### config.mk
export PLATFORM = sky130hd
export DESIGN_NAME = lmn_div_cell
export DESIGN_NICKNAME = d
export VERILOG_FILES = /design/src/design/lmn_pkg.sv /design/src/design/lmn_div_cell.sv
export SDC_FILE = /design/constraint.sdc
export NUM_CORES = 1
export LEC_CHECK = 0
export BUFFER_PORTS_ARGS = -buffer_cell sky130_fd_sc_hd__buf_2
export CORE_MARGIN = 10
export CORE_UTILIZATION = 25
export CTS_CLUSTER_SIZE = 30
export DETAILED_ROUTE_END_ITERATION = 6
export SKIP_CTS_REPAIR_TIMING = 1
export SLEW_MARGIN = 10
export SYNTH_ARGS = -nofsm -noshare
export SYNTH_HDL_FRONTEND = slang
export SYNTH_SLANG_ARGS = --single-unit
### constraint.sdc
create_clock -name clk_i -period 7.87 [get_ports clk_i]
set_clock_uncertainty 0.1 [all_clocks]
set_input_delay 1.574 -clock clk_i [delete_from_list [all_inputs] [get_ports clk_i]]
set_output_delay 1.574 -clock clk_i [all_outputs]
set_load 0.005 [all_outputs]
### src/design/lmn_pkg.sv
`default_nettype none
package lmn_pkg;

  localparam int FRAC_BITS    = 16;
  localparam int MAX_GRID_DIM = 4096;

  localparam int CNT_W  = 13;
  localparam int IDX_W  = 12;
  localparam int EXT_W  = FRAC_BITS + 1;
  localparam int SPAN_W = 12;
  localparam int NUM_W  = SPAN_W;
  localparam int QUO_W  = FRAC_BITS + 1;
  localparam int DVD_W  = EXT_W + NUM_W;
  localparam int DIR_W  = FRAC_BITS + 2;
  localparam int SQ_W   = 2 * QUO_W;
  localparam int RSQ_W  = SQ_W + 1;
  localparam int RAD_W  = 2 * QUO_W;
  localparam int REM_W  = QUO_W + 3;

  localparam logic [EXT_W-1:0] UNIT_VAL = EXT_W'(1) << FRAC_BITS;
  localparam logic [CNT_W-1:0] MAX_CNT  = CNT_W'(MAX_GRID_DIM);
  localparam logic [RSQ_W-1:0] ONE_SQ   = RSQ_W'(1) << (2 * FRAC_BITS);

  typedef enum logic [1:0] {
    CFG_COLS    = 2'd0,
    CFG_ROWS    = 2'd1,
    CFG_L_EXTENT = 2'd2,
    CFG_M_EXTENT = 2'd3
  } cfg_idx_e;

  // Per-point data that rides alongside the divider row
  typedef struct packed {
    logic             in_range;
    logic [EXT_W-1:0] l_ext;
    logic             l_single;
    logic             l_below;
    logic [EXT_W-1:0] m_ext;
    logic             m_single;
    logic             m_below;
  } side_t;

  // Per-point data that rides alongside the root row
  typedef struct packed {
    logic             ok;
    logic [DIR_W-1:0] dir_l;
    logic [DIR_W-1:0] dir_m;
  } post_t;

endpackage
`default_nettype wire

### src/design/lmn_div_cell.sv
`default_nettype none
// One restoring-division step: one quotient bit per cell.
module lmn_div_cell (
  input  logic                       clk_i,
  input  logic [lmn_pkg::SPAN_W-1:0] span_i,
  input  logic [lmn_pkg::SPAN_W-1:0] rem_i,
  input  logic [lmn_pkg::QUO_W-1:0]  dvd_i,
  input  logic [lmn_pkg::QUO_W-1:0]  quo_i,
  output logic [lmn_pkg::SPAN_W-1:0] rem_o,
  output logic [lmn_pkg::QUO_W-1:0]  dvd_o,
  output logic [lmn_pkg::QUO_W-1:0]  quo_o
);
  import lmn_pkg::*;

  logic [SPAN_W:0]   trial;
  logic [SPAN_W:0]   diff;
  logic              ge;
  logic [SPAN_W-1:0] rem_d, rem_q;
  logic [QUO_W-1:0]  dvd_d, dvd_q, quo_d, quo_q;

  always_comb begin
    trial = {rem_i, dvd_i[QUO_W-1]};
    diff  = trial - {1'b0, span_i};
    ge    = trial >= {1'b0, span_i};
    rem_d = ge ? diff[SPAN_W-1:0] : trial[SPAN_W-1:0];
    dvd_d = {dvd_i[QUO_W-2:0], 1'b0};
    quo_d = {quo_i[QUO_W-2:0], ge};
  end

  always_ff @(posedge clk_i) begin
    rem_q <= rem_d;
    dvd_q <= dvd_d;
    quo_q <= quo_d;
  end

  assign rem_o = rem_q;
  assign dvd_o = dvd_q;
  assign quo_o = quo_q;
endmodule
`default_nettype wire

==> results of run 1 <==
[layer usage]
metal | global-route usage [%] | part of all wire (%)
met5 | 0 | 0
met4 | 2.883 | 1.4
met3 | 4.895 | 11
met2 | 13.33 | 46
met1 | 9.124 | 42
[cells in the mapped netlist, drive strengths merged]
library cell,number
o21a,2
clkbuf,1
o221a,1
inv,15
nor3,3
a31o,1
xor2,3
fa,1
mux2i,3
a21boi,1
and3,1
buf,2
o31a,2
a22oi,1
dfxtp,45
o21ai,3
o211ai,1
o21bai,1
nor4,2
a21oi,5
mux2,10
xnor2,5
ha,12
nor2,9
a221oi,1
o311a,1
o2111a,1
o41a,1
nand2,4
nor2b,5
and2b,1
conb,1
nand3,9
o31ai,1
[power by group]
group | internal, W | total, W | switching (W)
logic | 0.0000636 | 0.000115 | 0.0000510
registers | 0.000250 | 0.000254 | 0.00000457
clock network | 0.0000631 | 0.000145 | 0.0000818
[final timing paths]
check	startpoint	endpoint	slack [ps]	depth (start not counted)
hold / removal	dvd_i[10]	dvd_o[11]$_DFF_P_	1270	1
setup / recovery	span_i[1]	rem_o[3]$_DFF_P_	3710	9
[layout make-up]
type                            count  area share, %
Clock inverter                      3         0.8638
Sequential cell                    45          36.59
Multi-Input combinational cell     92          31.86
Clock buffer                        5          2.795
Inverter                           15          2.287
Tap cell                           96          4.878
Timing Repair Buffer              102          20.73
[state kept, by name, summed over array words and instances (netlist names)]
signal / count
rem_o: 12
quo_o: 17
dvd_o: 16
[critical path, cell delays in order]
cell	delay, ps
buf_2	100
inv_1	40
ha_1	290
nor2b_4	130
o31a_1	270
o31a_1	290
o311a_4	320
nor4_4	800
mux2_2	420
[stage by stage]
stage / worst slack [ps] / hold WS [ps]
floorplan: 4066 / 1502
global placement: 3314 / 1576
detailed placement: 3321 / 1578
CTS: 3646 / 1249
global route: 3455 / 1242
finish: 3714 / 1267
[cells by family after synthesis]
logic type      after synthesis  synth area share, %
compound gates               23                10.33
xor+xnor                      8                3.963
fa+ha+maj                    13                9.625
buf+inv                      18                4.670
flops                        45                50.96
mux                          13                9.554
other cells                   1               0.2121
simple gates                 34                10.69
[placed cells by master (no fill, tap or decap), drive strengths merged, types with 3 or more instances in the layout]
cell / instances
a21oi: 5
buf: 102
clkbuf: 5
dfxtp: 45
ha: 12
inv: 16
mux2: 10
mux2i: 3
nand2: 4
nand3: 9
nor2: 9
nor2b: 5
nor3: 3
o21ai: 3
xnor2: 5
xor2: 3
==> out/results.ini, run 1 <==
[status]
status=complete, no violations

[worst_setup_path]
path_class=in -> reg
cp.arrival_ps=4240
cp-end-kind=register
cp_max_fo=13
critical_path_required_ps=7960
worst_setup_path_start_kind=primary input

[timing]
rsz0062_at_grt=no
setup_viol=0
hold_viol_final=0
fin_setup_tns_ps=0
worstMarginPinSlew_ps=1067
maxSlewViolCount=0
min_period_ps=4156
relSlewSlack_pct=28.30
fmax_mhz=240.6
fin_crit_sh_pct=52.80

[die]
io_pins=105
rows=30
initial_utilization_pct=25.88
design.core.area_sq_um=6832
die_area_sq_um=10840
die_w_microns=104.1
die_y_microns=104.1

[cts]
cts_max_level=2
cts-root-buf=clkbuf_8
cts_tree=yes
cts.sinks=45
clockBufferDepth=2
clk_pin_slew_worst_paths_ps=100
cts_inserted_buffers=5

[finish]
final_core_util_pct=36.04
ff_latch_area_sq_um=900.9
antennaDiodeCount=0
final_cells=358
fill_cells=725
drive_gt1_share_pct=47.71
design_area_sq_um=2462
area_delta_synth_final_pct=39.28
nets=333
multiInputGateArea_sq_um=784.5

[logic_synthesis]
synth.avg_cell_area_sq_um=11.41
ys_types=38
synth_area_sq_um=1768
yosysTopAreaCell=dfxtp_1
yosys.area.top_type_share_pct=50.96
synth_cells=155
synthTopCellsByArea=dfxtp_1 (51%), ha_1 (8.5%), mux2_4 (5.9%)
synth-seq-cells=45
synth_nets=227
yosys_warnings=0
ys_seq_area_share_pct=50.96

[routing]
firstDrtPassIters=4
via_count=1452
drt_iter0_drc=48
routedWlPerCell_microns=13.12
vias_per_cell=4.056
drc_errors=0
ant_nets=0
drt_wl_total_mm=4.696

[placement]
place_area_sq_um=2372
dp.cells=350
port_buffers=102
gp_routability_congestion=0.7764
dp_hpwl_mm=3.973

[global_routing]
grt_pass1_vias=1521
grt_max_degree=16
grt_use_total_pct=8.397
grt_overflow_total=0
grt_pass1_wl_mm=7.396
antenna_found_initial=0

[power_and_ir_drop]
ir_drop_v=0.00006796
p_leak_nw=1.229
p_total_w=0.0005139
p_per_area_nw_per_um2=208.7

[job]
drv_cap=0

[worst_hold_path]
hp-class=in -> reg

Power figures use the tool's default switching activity.
==> inputs of run 2 (changes only) <==
==> constraint.sdc (replaced) <==
create_clock -name clk_i -period 3.55 [get_ports clk_i]
set_clock_uncertainty 0.1 [all_clocks]
set_input_delay 0.71 -clock clk_i [delete_from_list [all_inputs] [get_ports clk_i]]
set_output_delay 0.71 -clock clk_i [all_outputs]
set_load 0.005 [all_outputs]
==> run 2 against run 1 <==
  * Die area unchanged
  * Routed wire length decreased by 1.1%
  * Critical endpoint is now rem_o[2]$_DFF_P_
  * Flip-flop and latch count unchanged
  * Via count decreased by 0.14%
  * Worst hold slack got worse by 860 ps
  * Final area increased by 0.97%
  * Combinational power increased by 130%
  * Setup slack got worse by 3000 ps
  * Largest power group unchanged
  * Total power increased by 120%
==> out/results.ini, run 2 (synthesis results as in run 1) <==
[routing]
routedWlPerCell_microns=12.94  ; -1.3%
vias_per_cell=4.039  ; -0.42%
drc_errors=0  ; unchanged
via_count=1450  ; -0.14%
ant_nets=0  ; unchanged
drt_iter0_drc=60  ; +25%
drt_wl_total_mm=4.646  ; -1.1%
firstDrtPassIters=4  ; unchanged

[cts]
cts_max_level=2  ; unchanged
cts_inserted_buffers=5  ; unchanged
cts_tree=yes
cts-root-buf=clkbuf_8
cts.sinks=45  ; unchanged
clk_pin_slew_worst_paths_ps=100  ; about the same
clockBufferDepth=2  ; unchanged

[worst_setup_path]
crit_chain=buf_2 -> inv_1 -> ha_1 -> nor2b_4 -> o31a_1 -> o31a_1 -> o311a_4 -> nor4_4 -> buf_12 -> mux2_2
cpMaxStageDelayCell=mux2_2
cp-end-kind=register
worst_setup_path_start_kind=primary input
path_depth=10  ; +1
cp_top_family=compound AO/OA/AOI/OAI gates
critical_path_required_ps=3640  ; -4320 ps
cp_max_fo=12  ; -1
critPathMaxStageDelay_ps=330  ; -470 ps
crit_top_cell=o31a_1
cp.arrival_ps=2920  ; -1320 ps
path_buf_inv=3  ; +1
path_class=in -> reg

[finish]
design_area_sq_um=2486  ; +0.97%
drive_gt1_share_pct=47.91  ; +0.20 points
area_delta_synth_final_pct=40.62
final_core_util_pct=36.39  ; +0.35 points
nets=334  ; +0.30%
final_cell_mix=buf_2 (102), dfxtp_1 (45), inv_1 (15)
largest_reg_flops=17  ; unchanged
antennaDiodeCount=0  ; unchanged
final_common_cell=buf_2

[timing]
min_period_ps=2825
maxSlewViolCount=0  ; unchanged
hold_viol_final=0  ; unchanged
setup_viol=0  ; unchanged
fin_setup_tns_ps=0  ; unchanged
fin_crit_sh_pct=79.59
fmax_mhz=353.9
rsz0062_at_grt=no

[worst_hold_path]
hold_start=dvd_i[4]
hold_end=dvd_o[5]$_DFF_P_
hp-class=in -> reg
whs_path_depth=1  ; unchanged

[placement]
gp_routability_congestion=0.7612  ; -2.0%
dp_hpwl_mm=3.927  ; -1.2%
port_buffers=102  ; unchanged
place_area_sq_um=2392  ; +0.84%

[die]
io_pins=105  ; unchanged
die_y_microns=104.1  ; unchanged
rows=30  ; unchanged
initial_utilization_pct=25.88  ; unchanged
die_w_microns=104.1  ; unchanged
die_area_sq_um=10840  ; unchanged
design.core.area_sq_um=6832  ; unchanged

[global_routing]
grtUsageMet2_pct=13.06  ; -0.27 points
grt_pass1_wl_mm=7.176  ; -3.0%
grt_overflow_total=0  ; unchanged
grt_max_degree=17  ; +1
grtUsageMet3_pct=3.965  ; -0.93 points
grt_use_total_pct=8.205  ; -0.19 points
grt_pass1_vias=1467  ; -3.6%
met1_usage_pct=9.450  ; +0.33 points
grt_busiest_layer=met2
antenna_found_initial=0  ; unchanged

[power_and_ir_drop]
p_per_area_nw_per_um2=462.8  ; +120%
ir_drop_v=0.0001723  ; +150%
p_leak_nw=1.239  ; +0.74%

[job]
drv_cap=0  ; unchanged

[status]
status=complete, no violations

run 2: cell types whose count changed in the layout (fill, tap and decap cells not counted), sizes merged:
| cell | delta |
|---|---|
| buf | +1 |
run 2: worst max-delay path by stage:
stage,start,end
floorplan,span_i[1],rem_o[10]$_DFF_P_
global placement,span_i[1],rem_o[3]$_DFF_P_
detailed placement,span_i[1],rem_o[2]$_DFF_P_
CTS,span_i[1],rem_o[2]$_DFF_P_
global route,span_i[6],rem_o[2]$_DFF_P_
finish,span_i[1],rem_o[2]$_DFF_P_
run 2: metal layers:
| metal | vias to the layer above | wire, microns |
|---|---|---|
| met4 | 0 | 65 |
| met5 | - | 0 |
| li1 | 744 | - |
| met1 | 631 | 2151 |
| met3 | 6 | 399 |
| met2 | 69 | 2030 |
run 2: report_power, final:
part	internal (W)	total [W]	switching [W]	leakage, nW
Clock	0.000142	0.000327	0.000185	0.0447
Sequential	0.000554	0.000564	0.00000987	0.380
Combinational	0.000144	0.000260	0.000115	0.814
run 2: cell type report:
type	count	area, sq um
multi-input combinational	92	784.5
inverter	15	56.30
sequential	45	900.9
clock inverter	3	25.02
clock buffer	5	68.82
fill	726	4345
tap	96	120.1
timing repair buffer	103	530.5
run 2: stage by stage:
step / instances / hold WS (ps) / setup WS [ps] / total power [W]
floorplan: 155 / 637.7 / 610.3 / 0.0007318
detailed placement: 351 / 713.9 / 394.8 / 0.0008394
global route: 359 / 381.5 / 562.9 / 0.001228
global placement: 351 / 711.9 / 414.9 / 0.0008354
finish: 359 / 403.8 / 724.5 / 0.001151
CTS: 359 / 383.3 / 719.9 / 0.001182
