$ cat config.mk
export PLATFORM = sky130hd
export DESIGN_NAME = lmn_sqrt_cell
export DESIGN_NICKNAME = d
export VERILOG_FILES = /design/src/design/lmn_pkg.sv /design/src/design/lmn_sqrt_cell.sv
export SDC_FILE = /design/constraint.sdc
export NUM_CORES = 1
export LEC_CHECK = 0
export ABC_AREA = 1
export BUFFER_PORTS_ARGS = -buffer_cell sky130_fd_sc_hd__buf_2
export CELL_PAD_IN_SITES_DETAIL_PLACEMENT = 0
export CELL_PAD_IN_SITES_GLOBAL_PLACEMENT = 1
export CORE_UTILIZATION = 34
export DETAILED_ROUTE_END_ITERATION = 16
export PLACE_DENSITY_LB_ADDON = 0.15
export SYNTH_ARGS = -nofsm -noshare
export SYNTH_HDL_FRONTEND = slang
export SYNTH_SLANG_ARGS = --single-unit
$ cat constraint.sdc
create_clock -name clk_i -period 4 [get_ports clk_i]
set_input_delay 0.4 -clock clk_i [delete_from_list [all_inputs] [get_ports clk_i]]
set_output_delay 0.4 -clock clk_i [all_outputs]
set_load 0.01 [all_outputs]
$ cat src/design/lmn_pkg.sv
`default_nettype none
package lmn_pkg;

  localparam int FRAC_BITS    = 16;
  localparam int MAX_GRID_DIM = 4096;

  localparam int CNT_W  = 13;
  localparam int IDX_W  = 12;
  localparam int EXT_W  = FRAC_BITS + 1;
  localparam int SPAN_W = 12;
  localparam int NUM_W  = SPAN_W;
  localparam int QUO_W  = FRAC_BITS + 1;
  localparam int DVD_W  = EXT_W + NUM_W;
  localparam int DIR_W  = FRAC_BITS + 2;
  localparam int SQ_W   = 2 * QUO_W;
  localparam int RSQ_W  = SQ_W + 1;
  localparam int RAD_W  = 2 * QUO_W;
  localparam int REM_W  = QUO_W + 3;

  localparam logic [EXT_W-1:0] UNIT_VAL = EXT_W'(1) << FRAC_BITS;
  localparam logic [CNT_W-1:0] MAX_CNT  = CNT_W'(MAX_GRID_DIM);
  localparam logic [RSQ_W-1:0] ONE_SQ   = RSQ_W'(1) << (2 * FRAC_BITS);

  typedef enum logic [1:0] {
    CFG_COLS    = 2'd0,
    CFG_ROWS    = 2'd1,
    CFG_L_EXTENT = 2'd2,
    CFG_M_EXTENT = 2'd3
  } cfg_idx_e;

  // Per-point data that rides alongside the divider row
  typedef struct packed {
    logic             in_range;
    logic [EXT_W-1:0] l_ext;
    logic             l_single;
    logic             l_below;
    logic [EXT_W-1:0] m_ext;
    logic             m_single;
    logic             m_below;
  } side_t;

  // Per-point data that rides alongside the root row
  typedef struct packed {
    logic             ok;
    logic [DIR_W-1:0] dir_l;
    logic [DIR_W-1:0] dir_m;
  } post_t;

endpackage
`default_nettype wire

$ cat src/design/lmn_sqrt_cell.sv
`default_nettype none
// One digit-by-digit square root step: one root bit per cell.
module lmn_sqrt_cell (
  input  logic                      clk_i,
  input  logic [lmn_pkg::REM_W-1:0] rem_i,
  input  logic [lmn_pkg::RAD_W-1:0] rad_i,
  input  logic [lmn_pkg::QUO_W-1:0] root_i,
  output logic [lmn_pkg::REM_W-1:0] rem_o,
  output logic [lmn_pkg::RAD_W-1:0] rad_o,
  output logic [lmn_pkg::QUO_W-1:0] root_o
);
  import lmn_pkg::*;

  logic [REM_W-1:0] cur;
  logic [REM_W-1:0] trial;
  logic             ge;
  logic [REM_W-1:0] rem_d, rem_q;
  logic [RAD_W-1:0] rad_d, rad_q;
  logic [QUO_W-1:0] root_d, root_q;

  always_comb begin
    cur    = {rem_i[REM_W-3:0], rad_i[RAD_W-1 -: 2]};
    trial  = REM_W'({root_i, 2'b01});
    ge     = cur >= trial;
    rem_d  = ge ? cur - trial : cur;
    rad_d  = {rad_i[RAD_W-3:0], 2'b00};
    root_d = {root_i[QUO_W-2:0], ge};
  end

  always_ff @(posedge clk_i) begin
    rem_q  <= rem_d;
    rad_q  <= rad_d;
    root_q <= root_d;
  end

  assign rem_o  = rem_q;
  assign rad_o  = rad_q;
  assign root_o = root_q;
endmodule
`default_nettype wire

==> results of run 1 <==
==> Yosys cell counts, types with 2 or more instances <==
cell / n / area [µm²]
nand2_1: 137 / 514
dfxtp_1: 69 / 1380
inv_1: 56 / 210
nand3_1: 23 / 115
nor2_1: 20 / 75.1
ha_1: 19 / 238
a21oi_1: 14 / 70.1
nand2_2: 9 / 56.3
xor2_1: 7 / 61.3
inv_2: 5 / 18.8
nand3b_1: 4 / 30.0
nor3_1: 4 / 20.0
o21ai_0: 4 / 20.0
xnor2_1: 3 / 26.3
buf_4: 2 / 15.0
buf_6: 2 / 22.5
nand3_2: 2 / 20.0
nor2_2: 2 / 12.5
o21bai_1: 2 / 15.0
==> power groups by stage <==
stage | Sequential [W] | Clock (W) | Combinational (W)
global route | 0.000773 | 0.000666 | 0.000431
global placement | 0.000780 | 0 | 0.000378
detailed placement | 0.000781 | 0 | 0.000380
CTS | 0.000765 | 0.000639 | 0.000381
finish | 0.000765 | 0.000613 | 0.000377
floorplan | 0.000820 | 0 | 0.000201
==> layout make-up <==
| cell class | instances | share of cell area (%) |
|---|---|---|
| Sequential cell | 69 | 34.6 |
| Multi-Input combinational cell | 259 | 33.6 |
| Timing Repair Buffer | 138 | 17.3 |
| Inverter | 62 | 5.89 |
| Tap cell | 105 | 3.29 |
| Clock buffer | 10 | 3.19 |
| Clock inverter | 6 | 2.19 |
==> kinds of logic (layout without fill, tap and decap cells) <==
| kind of cell | count (synthesis) | count (layout) |
|---|---|---|
| xor gates and xnor gates | 10 | 10 |
| and+or+nand+nor | 206 | 206 |
| AOI/OAI and AO/OA | 22 | 22 |
| buffers and inverters | 67 | 216 |
| DFF | 69 | 69 |
| other | 1 | 2 |
| adders and majority gates | 19 | 19 |
==> registers in the layout, indices dropped and copies added (netlist names) <==
| register | flops |
|---|---|
| rad_o | 32 |
| rem_o | 20 |
| root_o | 17 |
==> cells in the final DEF, fill, tap and decap left out, types with 2 or more instances in the layout <==
master and count:
xor2_1 7, clkbuf_8 9, ha_1 19, nor2_2 2, inv_1 56, bufinv_16 2, conb_1 2, buf_2 138
nand3_1 23, nand3b_1 4, nand2_1 137, clkinv_4 2, o21ai_0 4, o21bai_1 2, nand2_2 9, nand3_2 2
nor2_1 20, dfxtp_1 69, xnor2_1 3, nor3_1 4, inv_2 5, clkinv_2 2, a21oi_1 14
==> path summary, 6_finish.rpt <==
kind                       from               end  slack [ps]  depth (start not counted)
worst max-delay path  root_i[9]  rem_o[5]$_DFF_P_        2060                         12
worst min-delay path   rad_i[5]  rad_o[7]$_DFF_P_         160                          1
==> per-stage QoR <==
step / setup slack (ps) / hold WS (ps) / area [µm²] / instances / utilization [%]
after detailed placement: 1720 / 504 / 3780 / 633 / 45.1
after global placement: 1730 / 502 / 3780 / 633 / 45.1
after global routing: 1850 / 140 / 4000 / 649 / 47.7
after floorplan: 2280 / 428 / 3010 / 395 / -
final: 2060 / 162 / 4000 / 649 / 47.7
after CTS: 2070 / 145 / 4000 / 649 / 47.7
==> metal layers <==
metal	up-vias	routed length, µm	GRT usage [%]
met5	-	0	0
met4	0	85	4.85
met3	7	682	4.82
met2	101	3450	28.1
met1	1229	3350	20.1
li1	1491	-	-
==> impl_metrics.json, run 1 <==
{
  "synth_compound_gate_area_share_pct": 4.20,
  "cts_root_buffer": "clkbuf_8",
  "start_kind": "primary input",
  "power_frac_comb_pct": 21.5,
  "worst_path_most_repeated_cell": "nand2_1",
  "die_w_um": 96.1,
  "cts_hold_buffers": 0,
  "synthesis.instances": 394,
  "final_nets": 630,
  "ys_warn_count": 0,
  "drc": 0,
  "crit_arrival_ps": 2210,
  "critical_path_required_ps": 4280,
  "num_antenna_cells": 0,
  "drv_cap": 0,
  "finalHoldViolCount": 0,
  "cts_tree": "yes",
  "synth_top_family_by_area": "simple AND/OR/NAND/NOR gates",
  "synth-xor-area-share_pct": 2.91,
  "critPathTopFamily": "simple AND/OR/NAND/NOR gates",
  "criticalPathCategory": "primary input to flop",
  "synth_cell_types": 29,
  "routedWlPerCell_um": 11.7,
  "grt_usage_pct": 16.5,
  "fin_setup_tns_ps": 0,
  "cts_sinks": 69,
  "end_kind": "flop",
  "start_util_pct": 35.9,
  "core_um2": 8380,
  "via_per_inst": 4.36,
  "synthFlopType": "dfxtp_1",
  "post_cts_buffers": 0,
  "hold_path_class": "primary input to flop",
  "port_buffers": 138,
  "grt_max_degree": 23,
  "gr-total-overflow": 0,
  "clock_path_buffers": 2,
  "rows": 33,
  "drt_iter0_drc": 62,
  "swShare_pct": 28.5,
  "cts_max_level": 3,
  "p_leak_nw": 2.29,
  "gp_congestion": 0.813,
  "cts_buffers": 9,
  "fillers": 906,
  "syn2layout_area_growth_pct": 32.9,
  "multi_input_area_um2": 1340,
  "min_period_over_period_pct": 48.4,
  "p_switching_w": 0.000500,
  "ios": 143,
  "cellPowerDensity_nw_per_um2": 439,
  "hpwl_um": 6030,
  "regArea_um2": 1380,
  "vias": 2828,
  "synthSimpleGateAreaFrac_pct": 29.4,
  "max_stage_delay_ps": 330,
  "firstDrtPassIters": 4,
  "status": "completed",
  "drive_above_1_share_pct": 32.2,
  "ys_ff_latch": 69,
  "ir_worst_vdd_uv": 218,
  "yosysSeqAreaShare_pct": 45.9,
  "maxSlewViolCount": 0,
  "ys_async_sr_fraction_pct": 0,
  "rsz0062_at_grt": "false",
  "grt_pass1_wl_um": 11600,
  "crit_buf_inv": 4,
  "power_w": 0.00175,
  "postRouteAntennaNets": 0,
  "fmax_ghz": 0.517,
  "fp.dieH_um": 96.1,
  "critPathSlowestCell": "ha_1",
  "antenna_found_initial": 0,
  "yosys.area_share.adder_pct": 7.90,
  "die-area_um2": 9230,
  "finalCriticalPeriod_ps": 1940,
  "synth_edf_count": 0,
  "synth_area_per_cell_um2": 7.63,
  "grt_pass1_vias": 2563,
  "drt_wl_total_um": 7570,
  "muxShareOfSynthArea_pct": 0,
  "internal-power_w": 0.00125,
  "pwr-share-seq_pct": 43.6,
  "pwr-share-clk_pct": 34.9,
  "clk_pin_slew_worst_paths_ps": 70,
  "netlist_area_um2": 3010,
  "finalSetupViolCount": 0,
  "cts-resized-gates": 0,
  "worstPathMaxFanout": 22,
  "crit_chain": "buf_2, inv_1, ha_1, nand2_1, inv_1, a21oi_1, nand3_2, nand2_2, nand2_4, inv_4, nand2_1, nand2_1"
}
(Power assumes the default switching activity.)
==> run 2: changes to the inputs <==
Settings changed: CORE_UTILIZATION 34 to 29.
Clock period 4 ns to 1.6 ns, I/O delays scaled along.
==> run 2 against run 1 <==
Effect of this change: utilization rose by 0.68 points; non-clock buffer count up 88; global-route usage grew 0.59 points; first-iteration DRC count up 85%; power rose to 2.5 times the previous value; combinational power rose to 3.0 times the previous value.
==> impl_metrics.json, run 2 (synthesis gave the netlist of run 1 again) <==
{
  "drive_above_1_share_pct": 33.5,
  "finalInstanceArea_um2": 4790,
  "cts_sinks": 69,
  "criticalPathCategory": "primary input to flop",
  "grt_pass1_wl_um": 14700,
  "ios": 143,
  "postRouteAntennaNets": 0,
  "worstPathMaxFanout": 11,
  "via_per_inst": 4.07,
  "cts_root_buffer": "clkbuf_8",
  "max_stage_delay_ps": 330,
  "die-area_um2": 10800,
  "cts_buffers": 9,
  "clock_path_buffers": 2,
  "p_leak_nw": 2.66,
  "crit_start": "root_i[9]",
  "finalHoldViolCount": 0,
  "maxSlewViolCount": 0,
  "crit_arrival_ps": 1690,
  "largest_register_ffs": 32,
  "post_cts_buffers": 0,
  "final_cell_mix": "buf_2 (138), nand2_1 (137), dfxtp_1 (69), inv_1 (56), dlygate4sd3_1 (52)",
  "fin_setup_tns_ps": 0,
  "clk_pin_slew_worst_paths_ps": 80,
  "drt_wl_total_um": 8590,
  "hpwl_um": 6480,
  "routedWlPerCell_um": 11.2,
  "finalCriticalPeriod_ps": 1440,
  "finalSetupViolCount": 0,
  "crit_chain": "buf_2, inv_1, ha_1, nand2_1, inv_1, a21oi_1, nand3_2, nand2_2, nand2_4, buf_4, nand3_1, nand2_1",
  "place_ws_ps": -210,
  "layout_commonest_cell": "buf_2",
  "vias": 3113,
  "critPathTopFamily": "simple AND/OR/NAND/NOR gates",
  "antenna_found_initial": 0,
  "drc": 0,
  "end_kind": "flop",
  "syn2layout_area_growth_pct": 59.3,
  "start_util_pct": 30.4,
  "layoutNonFillerInstCount": 765,
  "firstDrtPassIters": 6,
  "gp_congestion": 0.816,
  "critPathSlowestCell": "ha_1",
  "cellPowerDensity_nw_per_um2": 917,
  "hold_path_class": "primary input to flop",
  "fp.dieH_um": 104,
  "die_w_um": 104,
  "gr-total-overflow": 0,
  "min_from": "rem_i[9]",
  "start_kind": "primary input",
  "cts_max_level": 3,
  "port_buffers": 138,
  "ir_worst_vdd_uv": 340,
  "placed_cells": 697,
  "drv_cap": 0,
  "status": "completed",
  "core_um2": 9910,
  "drt_iter0_drc": 115,
  "fmax_ghz": 0.693,
  "power_w": 0.00439,
  "final_nets": 718,
  "grt_pass1_vias": 3181,
  "cts_tree": "yes",
  "min_period_over_period_pct": 90.2,
  "crit_buf_inv": 4,
  "rsz0062_at_grt": "false",
  "post_dp_cell_area_um2": 4090,
  "worst_slack_ps": 156,
  "grt_usage_pct": 17.1,
  "rows": 36,
  "fillers": 1031,
  "num_antenna_cells": 0,
  "critical_path_required_ps": 1850,
  "grt_max_degree": 20
}
-- run 2: cell count changes in the layout (fill, tap and decap cells not counted), moves of 2 or more --
cell / previous run / this run
dlygate4sd3_1: 0 / 52
buf_4: 0 / 36
clkinvlp_4: 0 / 3
inv_6: 0 / 3
bufinv_16: 2 / 0
clkinv_4: 2 / 0
-- run 2: power breakdown --
| part | switching [W] | internal, W |
|---|---|---|
| Sequential | 0.0000387 | 0.00188 |
| Clock | 0.000717 | 0.000612 |
| Combinational | 0.000603 | 0.000541 |
| Total | 0.00136 | 0.00303 |
-- run 2: metal layers --
layer  track usage [%]  up-vias  routed length, µm
li1                  -     1668                  -
met1              21.4     1330               4090
met2              28.0      104               3830
met3              4.85       11                551
met4              6.02        0                115
met5                 0        -                  0
-- run 2: layout make-up --
class	count	area, µm²	share of cell area [%]
inverter	62	238	4.96
clock inverter	6	45.0	0.940
multi-input combinational	259	1340	28.0
sequential	69	1380	28.8
timing repair buffer	226	1480	30.9
tap	133	166	3.47
clock buffer	10	138	2.87
-- run 2: final timing paths --
path                                end  cells after the start  slack [ps]
worst max-delay path  rem_o[15]$_DFF_P_                     12         160
worst min-delay path  rem_o[11]$_DFF_P_                      3          20
-- run 2: timing repair --
item / CTS / global route
hold endpoints to repair: 52 / 0
setup endpoints to repair: 0 / 1
resized for setup: 0 / 1
hold buffers: 52 / 0
-- run 2: per-stage QoR --
| step | hold WS (ps) | util, % |
|---|---|---|
| after CTS | 2.93 | 48.3 |
| after floorplan | 188 | - |
| after global routing | 17.5 | 48.4 |
| after detailed placement | 264 | 41.2 |
| final | 16.4 | 48.4 |
| after global placement | 262 | 41.2 |
==> run 3: changes to the inputs <==
Settings changed: CORE_UTILIZATION 29 to 32.
Clock period 1.6 ns to 1.5 ns, I/O delays scaled along.
==> run 3 against run 2 <==
Effect of this change: clock-buffer cell count stayed put; first-iteration DRC count down 31%; combinational power is 13% higher; setup slack worse by 41 ps; cell count down 1.2%; critical endpoint is now rem_o[9]$_DFF_P_; largest power group unchanged.
==> impl_metrics.json, run 3 (synthesis gave the netlist of run 1 again) <==
{
  "regArea_um2": 1380,
  "finalSetupViolCount": 0,
  "die_w_um": 99.0,
  "ir_worst_vdd_uv": 365,
  "hold_path_class": "primary input to flop",
  "grt_usage_pct": 18.1,
  "finalCriticalPeriod_ps": 1390,
  "final_nets": 731,
  "vias": 3112,
  "via_per_inst": 4.12,
  "port_buffers": 138,
  "gp_congestion": 0.822,
  "layout_commonest_cell": "buf_2",
  "fmax_ghz": 0.722,
  "firstDrtPassIters": 4,
  "largest_register_ffs": 32,
  "holdWs_ps": 13.1,
  "pwr-share-seq_pct": 43.2,
  "start_util_pct": 32.9,
  "power_frac_comb_pct": 27.2,
  "min_period_over_period_pct": 92.3,
  "postRouteAntennaNets": 0,
  "drt_wl_total_um": 8530,
  "p_switching_w": 0.00144,
  "hpwl_um": 6480,
  "hold_depth": 3,
  "drc": 0,
  "p_leak_nw": 2.73,
  "status": "completed",
  "cts_tree": "yes",
  "grt_max_degree": 14,
  "critical_path_required_ps": 1740,
  "drv_cap": 0,
  "num_antenna_cells": 0,
  "clk_pin_slew_worst_paths_ps": 80,
  "start_kind": "primary input",
  "end_kind": "flop",
  "cts_sinks": 69,
  "maxSlewViolCount": 0,
  "crit_arrival_ps": 1620,
  "swShare_pct": 30.5,
  "cts_buffers": 9,
  "rsz0062_at_grt": "false",
  "drive_above_1_share_pct": 35.8,
  "finalHoldViolCount": 0,
  "cellPowerDensity_nw_per_um2": 962,
  "grt_pass1_wl_um": 13800,
  "die-area_um2": 9790,
  "drt_iter0_drc": 79,
  "pwr-share-clk_pct": 29.5,
  "ios": 143,
  "routedWlPerCell_um": 11.3,
  "fp.dieH_um": 99.0,
  "cts_root_buffer": "clkbuf_8",
  "post_dp_cell_area_um2": 4180,
  "cts_max_level": 3,
  "fillers": 887,
  "final_cell_mix": "buf_2 (138), nand2_1 (137), dfxtp_1 (69), inv_1 (56), dlygate4sd3_1 (52)",
  "multi_input_area_um2": 1360,
  "clock_path_buffers": 2,
  "internal-power_w": 0.00328,
  "gr-total-overflow": 0,
  "grt_pass1_vias": 3029,
  "worstPathMaxFanout": 11,
  "rows": 35,
  "syn2layout_area_growth_pct": 63.2,
  "finalInstanceArea_um2": 4910,
  "antenna_found_initial": 0,
  "core_um2": 9150,
  "criticalPathCategory": "primary input to flop"
}
==> run 3: cell count changes in the layout (fill, tap and decap cells not counted), sizes merged <==
cell,before,now
inv,64,63
buf,174,187
clkinvlp,3,4
==> run 3: critical path, cell delays in order <==
cell     delay, ps
buf_2           90
inv_1           40
ha_2           370
nand2_1         70
inv_1          110
nand2_2         80
inv_1           90
nand3_2         80
nand3_2         90
nand2_2         60
nand2_4        100
inv_4           50
buf_12         130
nand2_1         50
nand2_1         40
==> run 3: layout make-up <==
cell class	count	area share (%)
sequential	69	28.1
inverter	62	4.79
timing repair buffer	239	32.7
clock inverter	6	0.969
tap	111	2.83
multi-input combinational	259	27.8
clock buffer	10	2.80
==> run 3: per-layer routing <==
metal / GRT usage (%) / share of wire, % / vias to the layer above
li1: - / - / 1690
met1: 22.5 / 48 / 1309
met2: 30.5 / 44 / 101
met3: 4.33 / 6.3 / 12
met4: 6.20 / 1.7 / 0
met5: 0 / 0 / -
==> run 3: worst paths after layout <==
kind	startpoint	to	slack (ps)
min	rem_i[0]	rem_o[2]$_DFF_P_	10
max	root_i[9]	rem_o[9]$_DFF_P_	110
==> run 3: per-stage QoR <==
| stage | total power [W] | util (%) | instances | setup slack, ps | TNS (ps) |
|---|---|---|---|---|---|
| 5_1_grt | 0.00505 | 53.6 | 756 | 6.38 | 0 |
| 4_1_cts | 0.00481 | 53.4 | 756 | 92.1 | 0 |
| 2_1_floorplan | 0.00272 | - | 395 | 33.8 | 0 |
| 6_report | 0.00472 | 53.6 | 756 | 115 | 0 |
| 3_3_place_gp | 0.00326 | 45.7 | 688 | -290 | -5410 |
| 3_5_place_dp | 0.00327 | 45.7 | 688 | -278 | -5280 |
==> run 3: repair_timing <==
action | in CTS | in global routing
hold buffers | 52 | 0
endpoints found under the hold margin | 52 | 0
buffers inserted | 0 | 0
resized for setup | 0 | 7
endpoints found under the setup margin | 0 | 20
==> run 3: power groups by stage <==
| stage | registers, W | logic, W | clock network, W |
|---|---|---|---|
| floorplan | 0.00219 | 0.000537 | 0 |
| finish | 0.00204 | 0.00129 | 0.00140 |
| CTS | 0.00204 | 0.00129 | 0.00147 |
| global placement | 0.00208 | 0.00118 | 0 |
| global route | 0.00206 | 0.00144 | 0.00155 |
| detailed placement | 0.00208 | 0.00119 | 0 |
